`config.mk`:
```
export PLATFORM = sky130hd
export DESIGN_NAME = button_press_classifier_flat
export DESIGN_NICKNAME = d
export VERILOG_FILES = /design/src/design/bpc_pkg.sv /design/src/design/bpc_if.sv /design/src/design/button_press_classifier.sv /design/src/design/bpc_ram.sv /design/src/design/bpc_cfg.sv /design/src/design/bpc_update.sv /design/src/flat_wrapper.sv
export SDC_FILE = /design/constraint.sdc
export NUM_CORES = 1
export LEC_CHECK = 0
export BUFFER_PORTS_ARGS = -buffer_cell sky130_fd_sc_hd__buf_2
export CAP_MARGIN = 20
export CORE_AREA = 2 2 439 441
export CTS_BUF_LIST = sky130_fd_sc_hd__clkbuf_8
export DETAILED_ROUTE_END_ITERATION = 7
export DIE_AREA = 0 0 441 443
export GPL_TIMING_DRIVEN = 0
export HOLD_SLACK_MARGIN = 0.08
export PLACE_DENSITY = 0.45
export SYNTH_ARGS = -nofsm -noshare
export SYNTH_HDL_FRONTEND = slang
export SYNTH_HIERARCHICAL = 1
export SYNTH_SLANG_ARGS = --single-unit
```
`constraint.sdc`:
```
create_clock -name clk -period 27.4 [get_ports clk]
set_input_delay 1.37 -clock clk [delete_from_list [all_inputs] [get_ports clk]]
set_output_delay 1.37 -clock clk [all_outputs]
set_load 0.005 [all_outputs]
```
`src/design/bpc_pkg.sv`:
```
`default_nettype none
package bpc_pkg;

	localparam int NUM_BUTTONS = 8;
	localparam int BTN_W       = 3;
	localparam int TIME_W      = 32;
	localparam int LIMIT_W     = 16;
	localparam int LOCK_W      = 9;
	localparam int MASK_W      = 8;
	localparam int COUNT_W     = 16;
	localparam int STATUS_W    = 3;
	localparam int BEEP_W      = 2;
	localparam int CFG_IDX_W   = 3;
	localparam int CFG_DATA_W  = 16;

	localparam logic [LIMIT_W-1:0] LONG_LIMIT_RST   = 16'd1000;
	localparam logic [LIMIT_W-1:0] KEEP_LIMIT_RST   = 16'd5000;
	localparam logic [LIMIT_W-1:0] REPEAT_IVL_RST   = 16'd500;
	localparam logic [LOCK_W-1:0]  LOCK_POLLS_RST   = 9'd300;
	localparam logic [MASK_W-1:0]  INVERT_MASK_RST  = 8'd1;

	typedef enum logic [CFG_IDX_W-1:0] {
		REG_LONG_LIMIT  = 3'd0,
		REG_KEEP_LIMIT  = 3'd1,
		REG_REPEAT_IVL  = 3'd2,
		REG_LOCK_POLLS  = 3'd3,
		REG_INVERT_MASK = 3'd4
	} reg_idx_t;

	typedef enum logic [STATUS_W-1:0] {
		ST_NONE      = 3'd0,
		ST_SHORT     = 3'd1,
		ST_LONG      = 3'd2,
		ST_KEEP_LONG = 3'd3,
		ST_REPEAT    = 3'd4
	} status_t;

	typedef enum logic [BEEP_W-1:0] {
		BEEP_NONE  = 2'd0,
		BEEP_SHORT = 2'd1,
		BEEP_LONG  = 2'd2,
		BEEP_FOUR  = 2'd3
	} beep_t;

	typedef struct packed {
		logic [LIMIT_W-1:0] long_limit;
		logic [LIMIT_W-1:0] keep_limit;
		logic [LIMIT_W-1:0] repeat_ivl;
		logic [LOCK_W-1:0]  lock_polls;
		logic [MASK_W-1:0]  invert_mask;
	} cfg_t;

	typedef struct packed {
		logic               last_pressed;
		logic [TIME_W-1:0]  press_start;
		logic [TIME_W-1:0]  repeat_mark;
		logic [COUNT_W-1:0] repeat_cnt;
		status_t            status;
		logic [LOCK_W-1:0]  lock_cnt;
	} entry_t;

	localparam int ENTRY_W = $bits(entry_t);

	typedef struct packed {
		status_t            status;
		logic [COUNT_W-1:0] repeat_cnt;
		beep_t              beep;
	} res_t;

endpackage
`default_nettype wire

```
`src/design/bpc_if.sv`:
```
`default_nettype none
interface poll_if import bpc_pkg::*; ();
	logic              valid;
	logic              ready;
	logic [BTN_W-1:0]  button_index;
	logic              raw_level;
	logic [TIME_W-1:0] time_ms;

	modport source (output valid, button_index, raw_level, time_ms, input ready);
	modport sink   (input valid, button_index, raw_level, time_ms, output ready);
endinterface

interface result_if import bpc_pkg::*; ();
	logic                valid;
	logic                ready;
	logic [BTN_W-1:0]    button_out;
	logic [STATUS_W-1:0] press_status;
	logic [COUNT_W-1:0]  repeat_count;
	logic [BEEP_W-1:0]   beep_code;

	modport source (output valid, button_out, press_status, repeat_count, beep_code,
		input ready);
	modport sink   (input valid, button_out, press_status, repeat_count, beep_code,
		output ready);
endinterface

interface cfg_if import bpc_pkg::*; ();
	logic                  valid;
	logic                  ready;
	logic [CFG_IDX_W-1:0]  index;
	logic [CFG_DATA_W-1:0] data;

	modport source (output valid, index, data, input ready);
	modport sink   (input valid, index, data, output ready);
endinterface
`default_nettype wire

```
`src/design/button_press_classifier.sv`:
```
`default_nettype none
// channel   dir   words
// poll      in    button_index, raw_level, time_ms
// result    out   button_out, press_status, repeat_count, beep_code
// cfg       in    index, data (always ready)
//
// One poll per cycle while results are taken; each poll passes the update stage
// and the output register. Per-button state sits in a RAM with registered read:
// read on accept, update and write back as that stage advances, with the last
// write forwarded to a following poll of the same button. Reset clears per-entry
// valid bits, so an unwritten entry reads as all zero; no clearing pass. A stalled
// result holds the update stage; poll.ready drops only while both stages are full.
module button_press_classifier import bpc_pkg::*; (
	input  wire logic clk,
	input  wire logic arst_n,
	poll_if.sink      poll,
	result_if.source  result,
	cfg_if.sink       cfg
);
	cfg_t               regs;
	logic               poll_acc;
	logic               s1_adv;
	logic               s1_in_range;
	logic               wr_en;
	logic [ENTRY_W-1:0] rd_data;
	entry_t             cur;
	entry_t             nxt;
	res_t               res;

	logic               s1_valid_q;
	logic [BTN_W-1:0]   idx_s1;
	logic               level_s1;
	logic [TIME_W-1:0]  time_s1;
	logic               vld_s1;

	logic [NUM_BUTTONS-1:0] vld_q;
	logic               fwd_valid_q;
	logic [BTN_W-1:0]   fwd_idx_q;
	entry_t             fwd_data_q;

	logic               out_valid_q;
	logic [BTN_W-1:0]   out_btn_q;
	res_t               out_res_q;

	bpc_cfg u_cfg (
		.clk    (clk),
		.arst_n (arst_n),
		.cfg    (cfg),
		.regs   (regs)
	);

	bpc_ram #(.WIDTH(ENTRY_W), .DEPTH(NUM_BUTTONS)) u_ram (
		.clk   (clk),
		.we    (wr_en),
		.waddr (idx_s1),
		.wdata (nxt),
		.re    (poll_acc),
		.raddr (poll.button_index),
		.rdata (rd_data)
	);

	bpc_update u_update (
		.regs  (regs),
		.cur   (cur),
		.idx   (idx_s1),
		.level (level_s1),
		.now   (time_s1),
		.nxt   (nxt),
		.res   (res)
	);

	assign s1_adv      = s1_valid_q && (!out_valid_q || result.ready);
	assign poll.ready  = !s1_valid_q || s1_adv;
	assign poll_acc    = poll.valid && poll.ready;
	assign s1_in_range = 32'(idx_s1) < NUM_BUTTONS;
	assign wr_en       = s1_adv && s1_in_range;

	// newest write wins over the RAM word read in the same cycle
	always_comb begin
		if (fwd_valid_q && fwd_idx_q == idx_s1) begin
			cur = fwd_data_q;
		end else if (vld_s1) begin
			cur = entry_t'(rd_data);
		end else begin
			cur = '0;
		end
	end

	always_ff @(posedge clk or negedge arst_n) begin
		if (!arst_n) begin
			s1_valid_q  <= 1'b0;
			out_valid_q <= 1'b0;
			fwd_valid_q <= 1'b0;
			vld_q       <= '0;
		end else begin
			if (poll_acc) begin
				s1_valid_q <= 1'b1;
			end else if (s1_adv) begin
				s1_valid_q <= 1'b0;
			end
			if (s1_adv) begin
				out_valid_q <= 1'b1;
			end else if (result.ready) begin
				out_valid_q <= 1'b0;
			end
			if (wr_en) begin
				fwd_valid_q   <= 1'b1;
				vld_q[idx_s1] <= 1'b1;
			end
		end
	end

	always_ff @(posedge clk) begin
		if (poll_acc) begin
			idx_s1   <= poll.button_index;
			level_s1 <= poll.raw_level;
			time_s1  <= poll.time_ms;
			vld_s1   <= vld_q[poll.button_index];
		end
		if (wr_en) begin
			fwd_idx_q  <= idx_s1;
			fwd_data_q <= nxt;
		end
		if (s1_adv) begin
			out_btn_q <= idx_s1;
			if (s1_in_range) begin
				out_res_q <= res;
			end else begin
				out_res_q <= '0;
			end
		end
	end

	assign result.valid        = out_valid_q;
	assign result.button_out   = out_btn_q;
	assign result.press_status = out_res_q.status;
	assign result.repeat_count = out_res_q.repeat_cnt;
	assign result.beep_code    = out_res_q.beep;
endmodule
`default_nettype wire

```
`src/design/bpc_ram.sv`:
```
`default_nettype none
module bpc_ram #(
	parameter int WIDTH = 8,
	parameter int DEPTH = 8,
	localparam int AW = (DEPTH > 1) ? $clog2(DEPTH) : 1
) (
	input  wire logic                 clk,
	input  wire logic                 we,
	input  wire logic [AW-1:0]        waddr,
	input  wire logic [WIDTH-1:0]     wdata,
	input  wire logic                 re,
	input  wire logic [AW-1:0]        raddr,
	output logic      [WIDTH-1:0]     rdata
);
	logic [WIDTH-1:0] mem [DEPTH];

	always_ff @(posedge clk) begin
		if (we) begin
			mem[waddr] <= wdata;
		end
		if (re) begin
			rdata <= mem[raddr];
		end
	end
endmodule
`default_nettype wire

```
`src/design/bpc_cfg.sv`:
```
`default_nettype none
module bpc_cfg import bpc_pkg::*; (
	input  wire logic clk,
	input  wire logic arst_n,
	cfg_if.sink       cfg,
	output cfg_t      regs
);
	cfg_t regs_q;

	assign cfg.ready = 1'b1;
	assign regs      = regs_q;

	always_ff @(posedge clk or negedge arst_n) begin
		if (!arst_n) begin
			regs_q.long_limit  <= LONG_LIMIT_RST;
			regs_q.keep_limit  <= KEEP_LIMIT_RST;
			regs_q.repeat_ivl  <= REPEAT_IVL_RST;
			regs_q.lock_polls  <= LOCK_POLLS_RST;
			regs_q.invert_mask <= INVERT_MASK_RST;
		end else if (cfg.valid) begin
			case (cfg.index)
				REG_LONG_LIMIT:  regs_q.long_limit  <= cfg.data;
				REG_KEEP_LIMIT:  regs_q.keep_limit  <= cfg.data;
				REG_REPEAT_IVL:  regs_q.repeat_ivl  <= cfg.data;
				REG_LOCK_POLLS:  regs_q.lock_polls  <= cfg.data[LOCK_W-1:0];
				REG_INVERT_MASK: regs_q.invert_mask <= cfg.data[MASK_W-1:0];
				default: ;
			endcase
		end
	end
endmodule
`default_nettype wire

```
`src/design/bpc_update.sv`:
```
`default_nettype none
module bpc_update import bpc_pkg::*; (
	input  wire cfg_t               regs,
	input  wire entry_t             cur,
	input  wire logic [BTN_W-1:0]   idx,
	input  wire logic               level,
	input  wire logic [TIME_W-1:0]  now,
	output entry_t                  nxt,
	output res_t                    res
);
	logic               pressed;
	logic [TIME_W-1:0]  since_start;
	logic [TIME_W-1:0]  since_mark;
	logic [LOCK_W-1:0]  lock_inc;
	entry_t             mid;
	beep_t              beep;

	assign pressed     = regs.invert_mask[idx] ? level : ~level;
	assign since_start = now - cur.press_start;
	assign since_mark  = now - cur.repeat_mark;
	assign lock_inc    = mid.lock_cnt + LOCK_W'(1);

	always_comb begin
		mid  = cur;
		beep = BEEP_NONE;
		if (pressed) begin
			if (!cur.last_pressed) begin
				mid.press_start = now;
				mid.repeat_mark = now;
				mid.repeat_cnt  = '0;
			end else if (since_start > TIME_W'(regs.keep_limit)) begin
				// past keep-long: hold without repeats
			end else if (since_mark > TIME_W'(regs.repeat_ivl)) begin
				mid.repeat_mark = now;
				mid.status      = ST_REPEAT;
				mid.repeat_cnt  = cur.repeat_cnt + COUNT_W'(1);
			end
		end else if (cur.last_pressed) begin
			if (since_start > TIME_W'(regs.keep_limit)) begin
				mid.status = ST_KEEP_LONG;
				beep       = BEEP_FOUR;
			end else if (since_start > TIME_W'(regs.long_limit)) begin
				mid.status = ST_LONG;
				beep       = BEEP_LONG;
			end else begin
				mid.status = ST_SHORT;
				beep       = BEEP_SHORT;
			end
			mid.lock_cnt = '0;
		end
		mid.last_pressed = pressed;
	end

	always_comb begin
		nxt = mid;
		if (mid.status == ST_LONG || mid.status == ST_SHORT) begin
			if (lock_inc >= regs.lock_polls) begin
				nxt.status   = ST_NONE;
				nxt.lock_cnt = '0;
			end else begin
				nxt.lock_cnt = lock_inc;
			end
		end
		res.status     = nxt.status;
		res.repeat_cnt = nxt.repeat_cnt;
		res.beep       = beep;
	end
endmodule
`default_nettype wire

```
`src/flat_wrapper.sv`:
```
// flat-port wrapper written by rule: the top's interface ports become plain ports
module button_press_classifier_flat import bpc_pkg::*;
  (clk, arst_n, poll_valid, poll_button_index, poll_raw_level, poll_time_ms, poll_ready, result_valid, result_button_out, result_press_status, result_repeat_count, result_beep_code, result_ready, cfg_valid, cfg_index, cfg_data, cfg_ready);
  poll_if poll_i ();
  result_if result_i ();
  cfg_if cfg_i ();
  input  wire logic clk;
  input  wire logic arst_n;
  input wire logic [$bits(poll_i.valid)-1:0] poll_valid;
  input wire logic [$bits(poll_i.button_index)-1:0] poll_button_index;
  input wire logic [$bits(poll_i.raw_level)-1:0] poll_raw_level;
  input wire logic [$bits(poll_i.time_ms)-1:0] poll_time_ms;
  output wire logic [$bits(poll_i.ready)-1:0] poll_ready;
  output wire logic [$bits(result_i.valid)-1:0] result_valid;
  output wire logic [$bits(result_i.button_out)-1:0] result_button_out;
  output wire logic [$bits(result_i.press_status)-1:0] result_press_status;
  output wire logic [$bits(result_i.repeat_count)-1:0] result_repeat_count;
  output wire logic [$bits(result_i.beep_code)-1:0] result_beep_code;
  input wire logic [$bits(result_i.ready)-1:0] result_ready;
  input wire logic [$bits(cfg_i.valid)-1:0] cfg_valid;
  input wire logic [$bits(cfg_i.index)-1:0] cfg_index;
  input wire logic [$bits(cfg_i.data)-1:0] cfg_data;
  output wire logic [$bits(cfg_i.ready)-1:0] cfg_ready;
  assign poll_i.valid = poll_valid;
  assign poll_i.button_index = poll_button_index;
  assign poll_i.raw_level = poll_raw_level;
  assign poll_i.time_ms = poll_time_ms;
  assign poll_ready = poll_i.ready;
  assign result_valid = result_i.valid;
  assign result_button_out = result_i.button_out;
  assign result_press_status = result_i.press_status;
  assign result_repeat_count = result_i.repeat_count;
  assign result_beep_code = result_i.beep_code;
  assign result_i.ready = result_ready;
  assign cfg_i.valid = cfg_valid;
  assign cfg_i.index = cfg_index;
  assign cfg_i.data = cfg_data;
  assign cfg_ready = cfg_i.ready;
  button_press_classifier u_core (.clk(clk), .arst_n(arst_n), .poll(poll_i), .result(result_i), .cfg(cfg_i));
endmodule
```
==> flow_summary.ini, run 1 <==
[synthesis]
synth_area_leaders = edfxtp_1 63%, mux4_2 9.0%, mux2_2 3.9%
netlist_top_cells_count = 991 x edfxtp_1, 244 x nand2_1, 237 x inv_1
syn_inst = 2947
synthArstFlopShare_pct = 7.12
synth_most_common_cell = edfxtp_1
ys_seq_area_share_pct = 66.8
synth_edf_count = 991
ys_ff_latch = 1067
ys_types = 90
synth_nets = 3130
ys.flop_type = edfxtp_1
syn-mean-instance-area_um2 = 16.1
yosys_warnings = 6
yosysTopAreaCell = edfxtp_1
synth_top_area_share_pct = 62.7
syn_area_um2 = 47400

[layout]
final_core_util_pct = 29.3
final_nets = 3484
layout-drive-gt1-share_pct = 26.4
postLayoutCellArea_um2 = 56000
layoutNonFillerInstCount = 5979
fillers = 19000
syn2layout_area_growth_pct = 18.0

[global_routing]
overflow = 0
grt_pass1_vias = 27500
track_usage_pct = 13.7
grt_max_degree = 65
antenna_found_initial = 14
grt_pass1_wl_mm = 195

[detailed_routing]
dr.pass1.iters = 5
wl_met3_mm = 5.46
drt-total-wl_mm = 135
routed.top_layer = met4
viasPerCell = 4.52
wl_per_cell_um = 22.5
met1_length_mm = 61.3
drtAntennaViolNets = 0
wl_met2_mm = 65.4
drtIter0Drc = 1986
drc_errors = 0
vias = 27000

[placement]
pre_cts_ws_ps = 17570
place_hpwl_mm = 92.4
gp_congestion = 0.830
dp.cells = 5632
io_buffers = 85
placed_cell_area_um2 = 52400

[cts]
clk_latency_ps = 930
cts.path.max_buffers = 3
cts_made_buffers = 182
h-tree-depth = 4
clock_sinks = 1067
clockRootBuffer = clkbuf_8
cts_hold_buf = 0
postCtsSetupBuffers = 0
tritoncts = built
cts.clk_slew.worst_paths_ps = 70
cts_resized = 0

[status]
status = complete, no violations

[pwr]
switching_share_pct = 29.2
leakagePower_uw = 0.0202
power_switching_uw = 1240
p_per_area_nw_per_um2 = 76.1
finalPower_uw = 4260
pwr-share-comb_pct = 19.0
intPower_uw = 3020
ir_drop_mv = 0.0560
p_clk_share_pct = 33.0
seqPwrFrac_pct = 48.0

[floorplanning]
io_pins = 87
coreArea_um2 = 191000
dieArea_um2 = 195000
rows = 161
start_util_pct = 24.8
die_h_um = 443
die_w_um = 441

[setup_path]
critPathLaunch = u_core/idx_s1[1]
crit_fanout = 14
critPathRequiredTime_ps = 28180
cp-start-kind = register
rr_startpoint = u_core/idx_s1[1]
path_class = reg2reg
rrSetupSlack_ps = 17630
crit_arrival_ps = 10540
end_kind = register
reg2reg_depth = 25

[timing]
period_minus_slack_ps = 9770
period_share_pct = 35.6
rsz0062_at_grt = no
tightest_slew_ps = 1100
setup_viol = 0
slew_violations = 0
fin_ws_ps = 17630
max-slew-margin-rel_pct = 25.7
max_freq_ghz = 0.102
finClkSkew_ps = 48.1
hold_viol = 0

[min_path]
hold_path.class = in2async

[run]
drv_cap = 0
-- placed cells by master (no fill, tap or decap), drive strengths merged, types with 22 or more instances in the layout --
cell,n
a21o,28
a21oi,93
buf,243
clkbuf,256
clkinv,65
dfrtp,54
dfstp,22
edfxtp,991
ha,121
inv,303
mux2,166
mux2i,103
mux4,190
nand2,245
nand3,29
nand4,42
nor2,78
o21ai,110
xnor2,32
xor2,26
-- path summary, 6_finish.rpt --
| path | endpoint |
|---|---|
| max | u_core/result.repeat_count[12] |
| min | u_core/s1_valid_q |
| max reg2reg | u_core/result.repeat_count[12] |
| min reg2reg | u_core/vld_q[4] |
| max in group asynchronous | u_core/u_cfg/regs[25] |
| min in group clk | u_core/vld_q[4] |
-- power groups by stage --
stage                     Combinational, µW  Sequential [µW]  Clock, µW
final                                   810             2040       1410
after global routing                    900             2050       1530
after CTS                               815             2050       1460
after detailed placement                812             2080          0
after global placement                  787             2100          0
after floorplan                         536             2060          0
-- cells by family after synthesis --
group | count (synthesis) | share of synthesized area, %
adder cells (fa/ha/maj) | 123 | 3.28
multiplexers | 459 | 15.1
AND/OR/NAND/NOR | 499 | 5.01
AO/OA/AOI/OAI | 366 | 5.00
buffers and inverters | 374 | 3.65
XOR/XNOR | 58 | 1.11
flip-flops | 1067 | 66.8
other | 1 | 0.00791
-- cell type report --
type                            instances  area (µm²)  area share, %
Clock inverter                        142         878           1.57
Inverter                              237         890           1.59
Tap cell                             2526        3160           5.65
Sequential cell                      1067       31700           56.6
Clock buffer                          192        2640           4.72
Antenna cell                            2        5.00        0.00894
Timing Repair Buffer                  170        1770           3.16
Buffer                                137         845           1.51
Multi-Input combinational cell       1506       14100           25.2
-- metrics by stage --
step / hold WS, ps / TNS [ps]
3_3_place_gp: 449 / -456090
2_1_floorplan: 431 / 0
3_5_place_dp: 452 / 0
4_1_cts: 176 / 0
5_1_grt: 225 / 0
6_report: 305 / 0
-- registers in the layout, indices dropped and copies added (netlist names), 8 cells and up --
| signal | flops |
|---|---|
| u_core/fwd_data_q | 93 |
| u_core/result.repeat_count | 16 |
| u_core/time_s1 | 32 |
| u_core/u_cfg/regs | 65 |
| u_core/u_ram/mem | 744 |
| u_core/u_ram/rdata | 93 |
| u_core/vld_q | 8 |
-- layer usage --
| layer | vias to the layer above | global-route usage, % |
|---|---|---|
| met2 | 607 | 22.6 |
| met3 | 160 | 2.45 |
| met5 | - | 0 |
| li1 | 12100 | - |
| met4 | 0 | 3.38 |
| met1 | 14200 | 18.7 |
-- critical path: stages, from the launching register on --
cell and delay (ps):
edfxtp_1 740, xnor2_1 190, nand4_1 480, buf_4 480, buf_6 230, mux2i_1 160, ha_1 260, fa_1 500
nand2b_1 220, a21oi_1 310, nor2_1 100, o31ai_1 370, xor2_1 300, ha_1 320, a21oi_1 180, nand2_1 80
a221oi_1 400, o221ai_1 250, or4b_1 550, or4_1 500, or4b_1 540, nor4b_4 730, nand3_1 400, or3_1 400
a21oi_1 660, buf_4 230
No activity file was read; power rests on OpenSTA's default activity.
==> run 2, diff against run 1 <==
- PLACE_DENSITY: 0.45 -> 0.46
- clock period: 27.4 -> 7.9 ns (I/O delays scaled with it)
==> run 2 against run 1 <==
  * Design area rose by 2.1%
  * Via count fell by 0.21%
  * Register-to-register slack got worse by 17000 ps
  * Combinational power rose to 3.7 times the previous value
  * Critical path type unchanged
  * Largest cell class unchanged
  * Largest power group unchanged
==> flow_summary.ini, run 2 (synthesis gave the netlist of run 1 again) <==
[placement]
io_buffers = 85
place_hpwl_mm = 91.5
placed_cell_area_um2 = 52400
gp_congestion = 0.849
pre_cts_ws_ps = -2070

[timing]
max_freq_ghz = 0.132
period_share_pct = 95.8
tightest_slew_ps = 1060
finClkSkew_ps = 59.8
slew_violations = 0
worst_hold_slack_ps = 219
max-slew-margin-rel_pct = 29.1
hold_viol = 0
fin_ws_ps = 333
setup_viol = 0
period_minus_slack_ps = 7570

[layout]
layout-drive-gt1-share_pct = 28.2
final_core_util_pct = 29.9
final_cell_mix = 991 x edfxtp_1, 313 x inv_1, 242 x nand2_1, 190 x clkbuf_8, 190 x mux4_2
postLayoutCellArea_um2 = 57200
top_register = u_core/u_ram/mem
final_nets = 3560
fillers = 18900
largest_register_ffs = 744
reg_top3 = u_core/u_ram/mem: 744 flops, u_core/fwd_data_q: 93 flops, u_core/u_ram/rdata: 93 flops
final_common_cell = edfxtp_1
syn2layout_area_growth_pct = 20.5

[pwr]
ir_drop_mv = 0.168
p_per_area_nw_per_um2 = 257
leakagePower_uw = 0.0207
finalPower_uw = 14700

[status]
status = complete, no violations

[run]
drv_cap = 0

[setup_path]
path_class = reg2reg
critPathRequiredTime_ps = 8530
critPathLaunch = u_core/idx_s1[2]
cp-start-kind = register
critPathMaxStageDelay_ps = 560
rr_startpoint = u_core/idx_s1[2]
cp_slowest_cell = or4b_4
path_delay_family = simple AND/OR/NAND/NOR gates
crit_arrival_ps = 8200
reg2reg_depth = 30
crit_fanout = 10
worstReg2RegEnd = u_core/result.repeat_count[15]
rrSetupSlack_ps = 330
crit_buf_inv = 7
end_kind = register

[detailed_routing]
drt-total-wl_mm = 133
vias = 27000
viasPerCell = 4.45
wl_per_cell_um = 22.0
drtAntennaViolNets = 0
drtIter0Drc = 1657
drc_errors = 0
dr.pass1.iters = 5

[min_path]
hold_depth = 2
hold_path.class = in2reg
hp-start = poll_time_ms[16]
min_to = u_core/time_s1[16]

[floorplanning]
dieArea_um2 = 195000
start_util_pct = 24.8
die_h_um = 443
coreArea_um2 = 191000
rows = 161
io_pins = 87
die_w_um = 441

[cts]
h-tree-depth = 4
cts.clk_slew.worst_paths_ps = 60
cts_made_buffers = 180
clock_sinks = 1067
cts.path.max_buffers = 3
tritoncts = built
clk_latency_ps = 910
clockRootBuffer = clkbuf_8

[global_routing]
overflow = 0
grt_max_degree = 59
grt_pass1_vias = 27900
antenna_found_initial = 7
grt_pass1_wl_mm = 193
track_usage_pct = 13.6
==> run 2: changes by cell type in the layout (fill, tap and decap cells not counted), sizes merged <==
| cell | previous run | this run |
|---|---|---|
| buf | 243 | 259 |
| diode | 2 | 6 |
| clkbuf | 256 | 252 |
| bufinv | 7 | 4 |
| dlygate4sd3 | 0 | 63 |
| a21oi | 93 | 94 |
| clkinv | 65 | 46 |
| inv | 303 | 321 |
==> run 2: repair_timing <==
action                     in CTS  in global routing
pin swaps                      14                 11
setup endpoints to repair     561                519
buffers inserted               19                  8
gates resized for setup        99                 37
hold endpoints to repair      201                  0
hold buffers                   63                  0
gates cloned                    1                  0
==> run 2: routing by layer <==
layer	vias to the layer above	wire length [µm]	GRT usage (%)	share of wire, %
met5	-	22	0	0.017
met4	4	3210	4.56	2.4
met3	175	4740	2.35	3.6
met2	570	65500	22.5	49
met1	14000	59500	17.8	45
li1	12300	-	-	-
==> run 2: final cells by class <==
class	count	area [µm²]	area share [%]
inverters	237	890	1.56
diodes	6	15.0	0.0263
well taps	2526	3160	5.53
clock buffers	190	2620	4.58
flip-flops and latches	1067	31700	55.4
multi-input cells	1507	14500	25.4
plain buffers	136	870	1.52
clock inverters	138	722	1.26
repair buffers	248	2680	4.69
==> run 2: power by group <==
part | internal (µW) | switching (µW)
Combinational | 1120 | 1870
Clock | 2360 | 2260
Sequential | 6940 | 146
Total | 10400 | 4280
==> run 2: stage by stage <==
stage               TNS [ps]  std cells
floorplan            -561740       2947
global placement    -8376000       5558
detailed placement  -1002080       5619
CTS                        0       6029
global route           -14.5       6050
finish                     0       6055
==> run 2: worst max-delay path by stage <==
stage               slack [ps]  depth (start not counted)                        endpoint
floorplan                 -880                          4          u_core/u_ram/mem[7][0]
global placement        -10550                          5         u_core/u_ram/mem[7][33]
detailed placement       -2070                         24  u_core/result.repeat_count[12]
CTS                        0.1                         30         u_core/u_ram/mem[4][38]
global route               -10                         30  u_core/result.repeat_count[15]
finish                     330                         30  u_core/result.repeat_count[15]
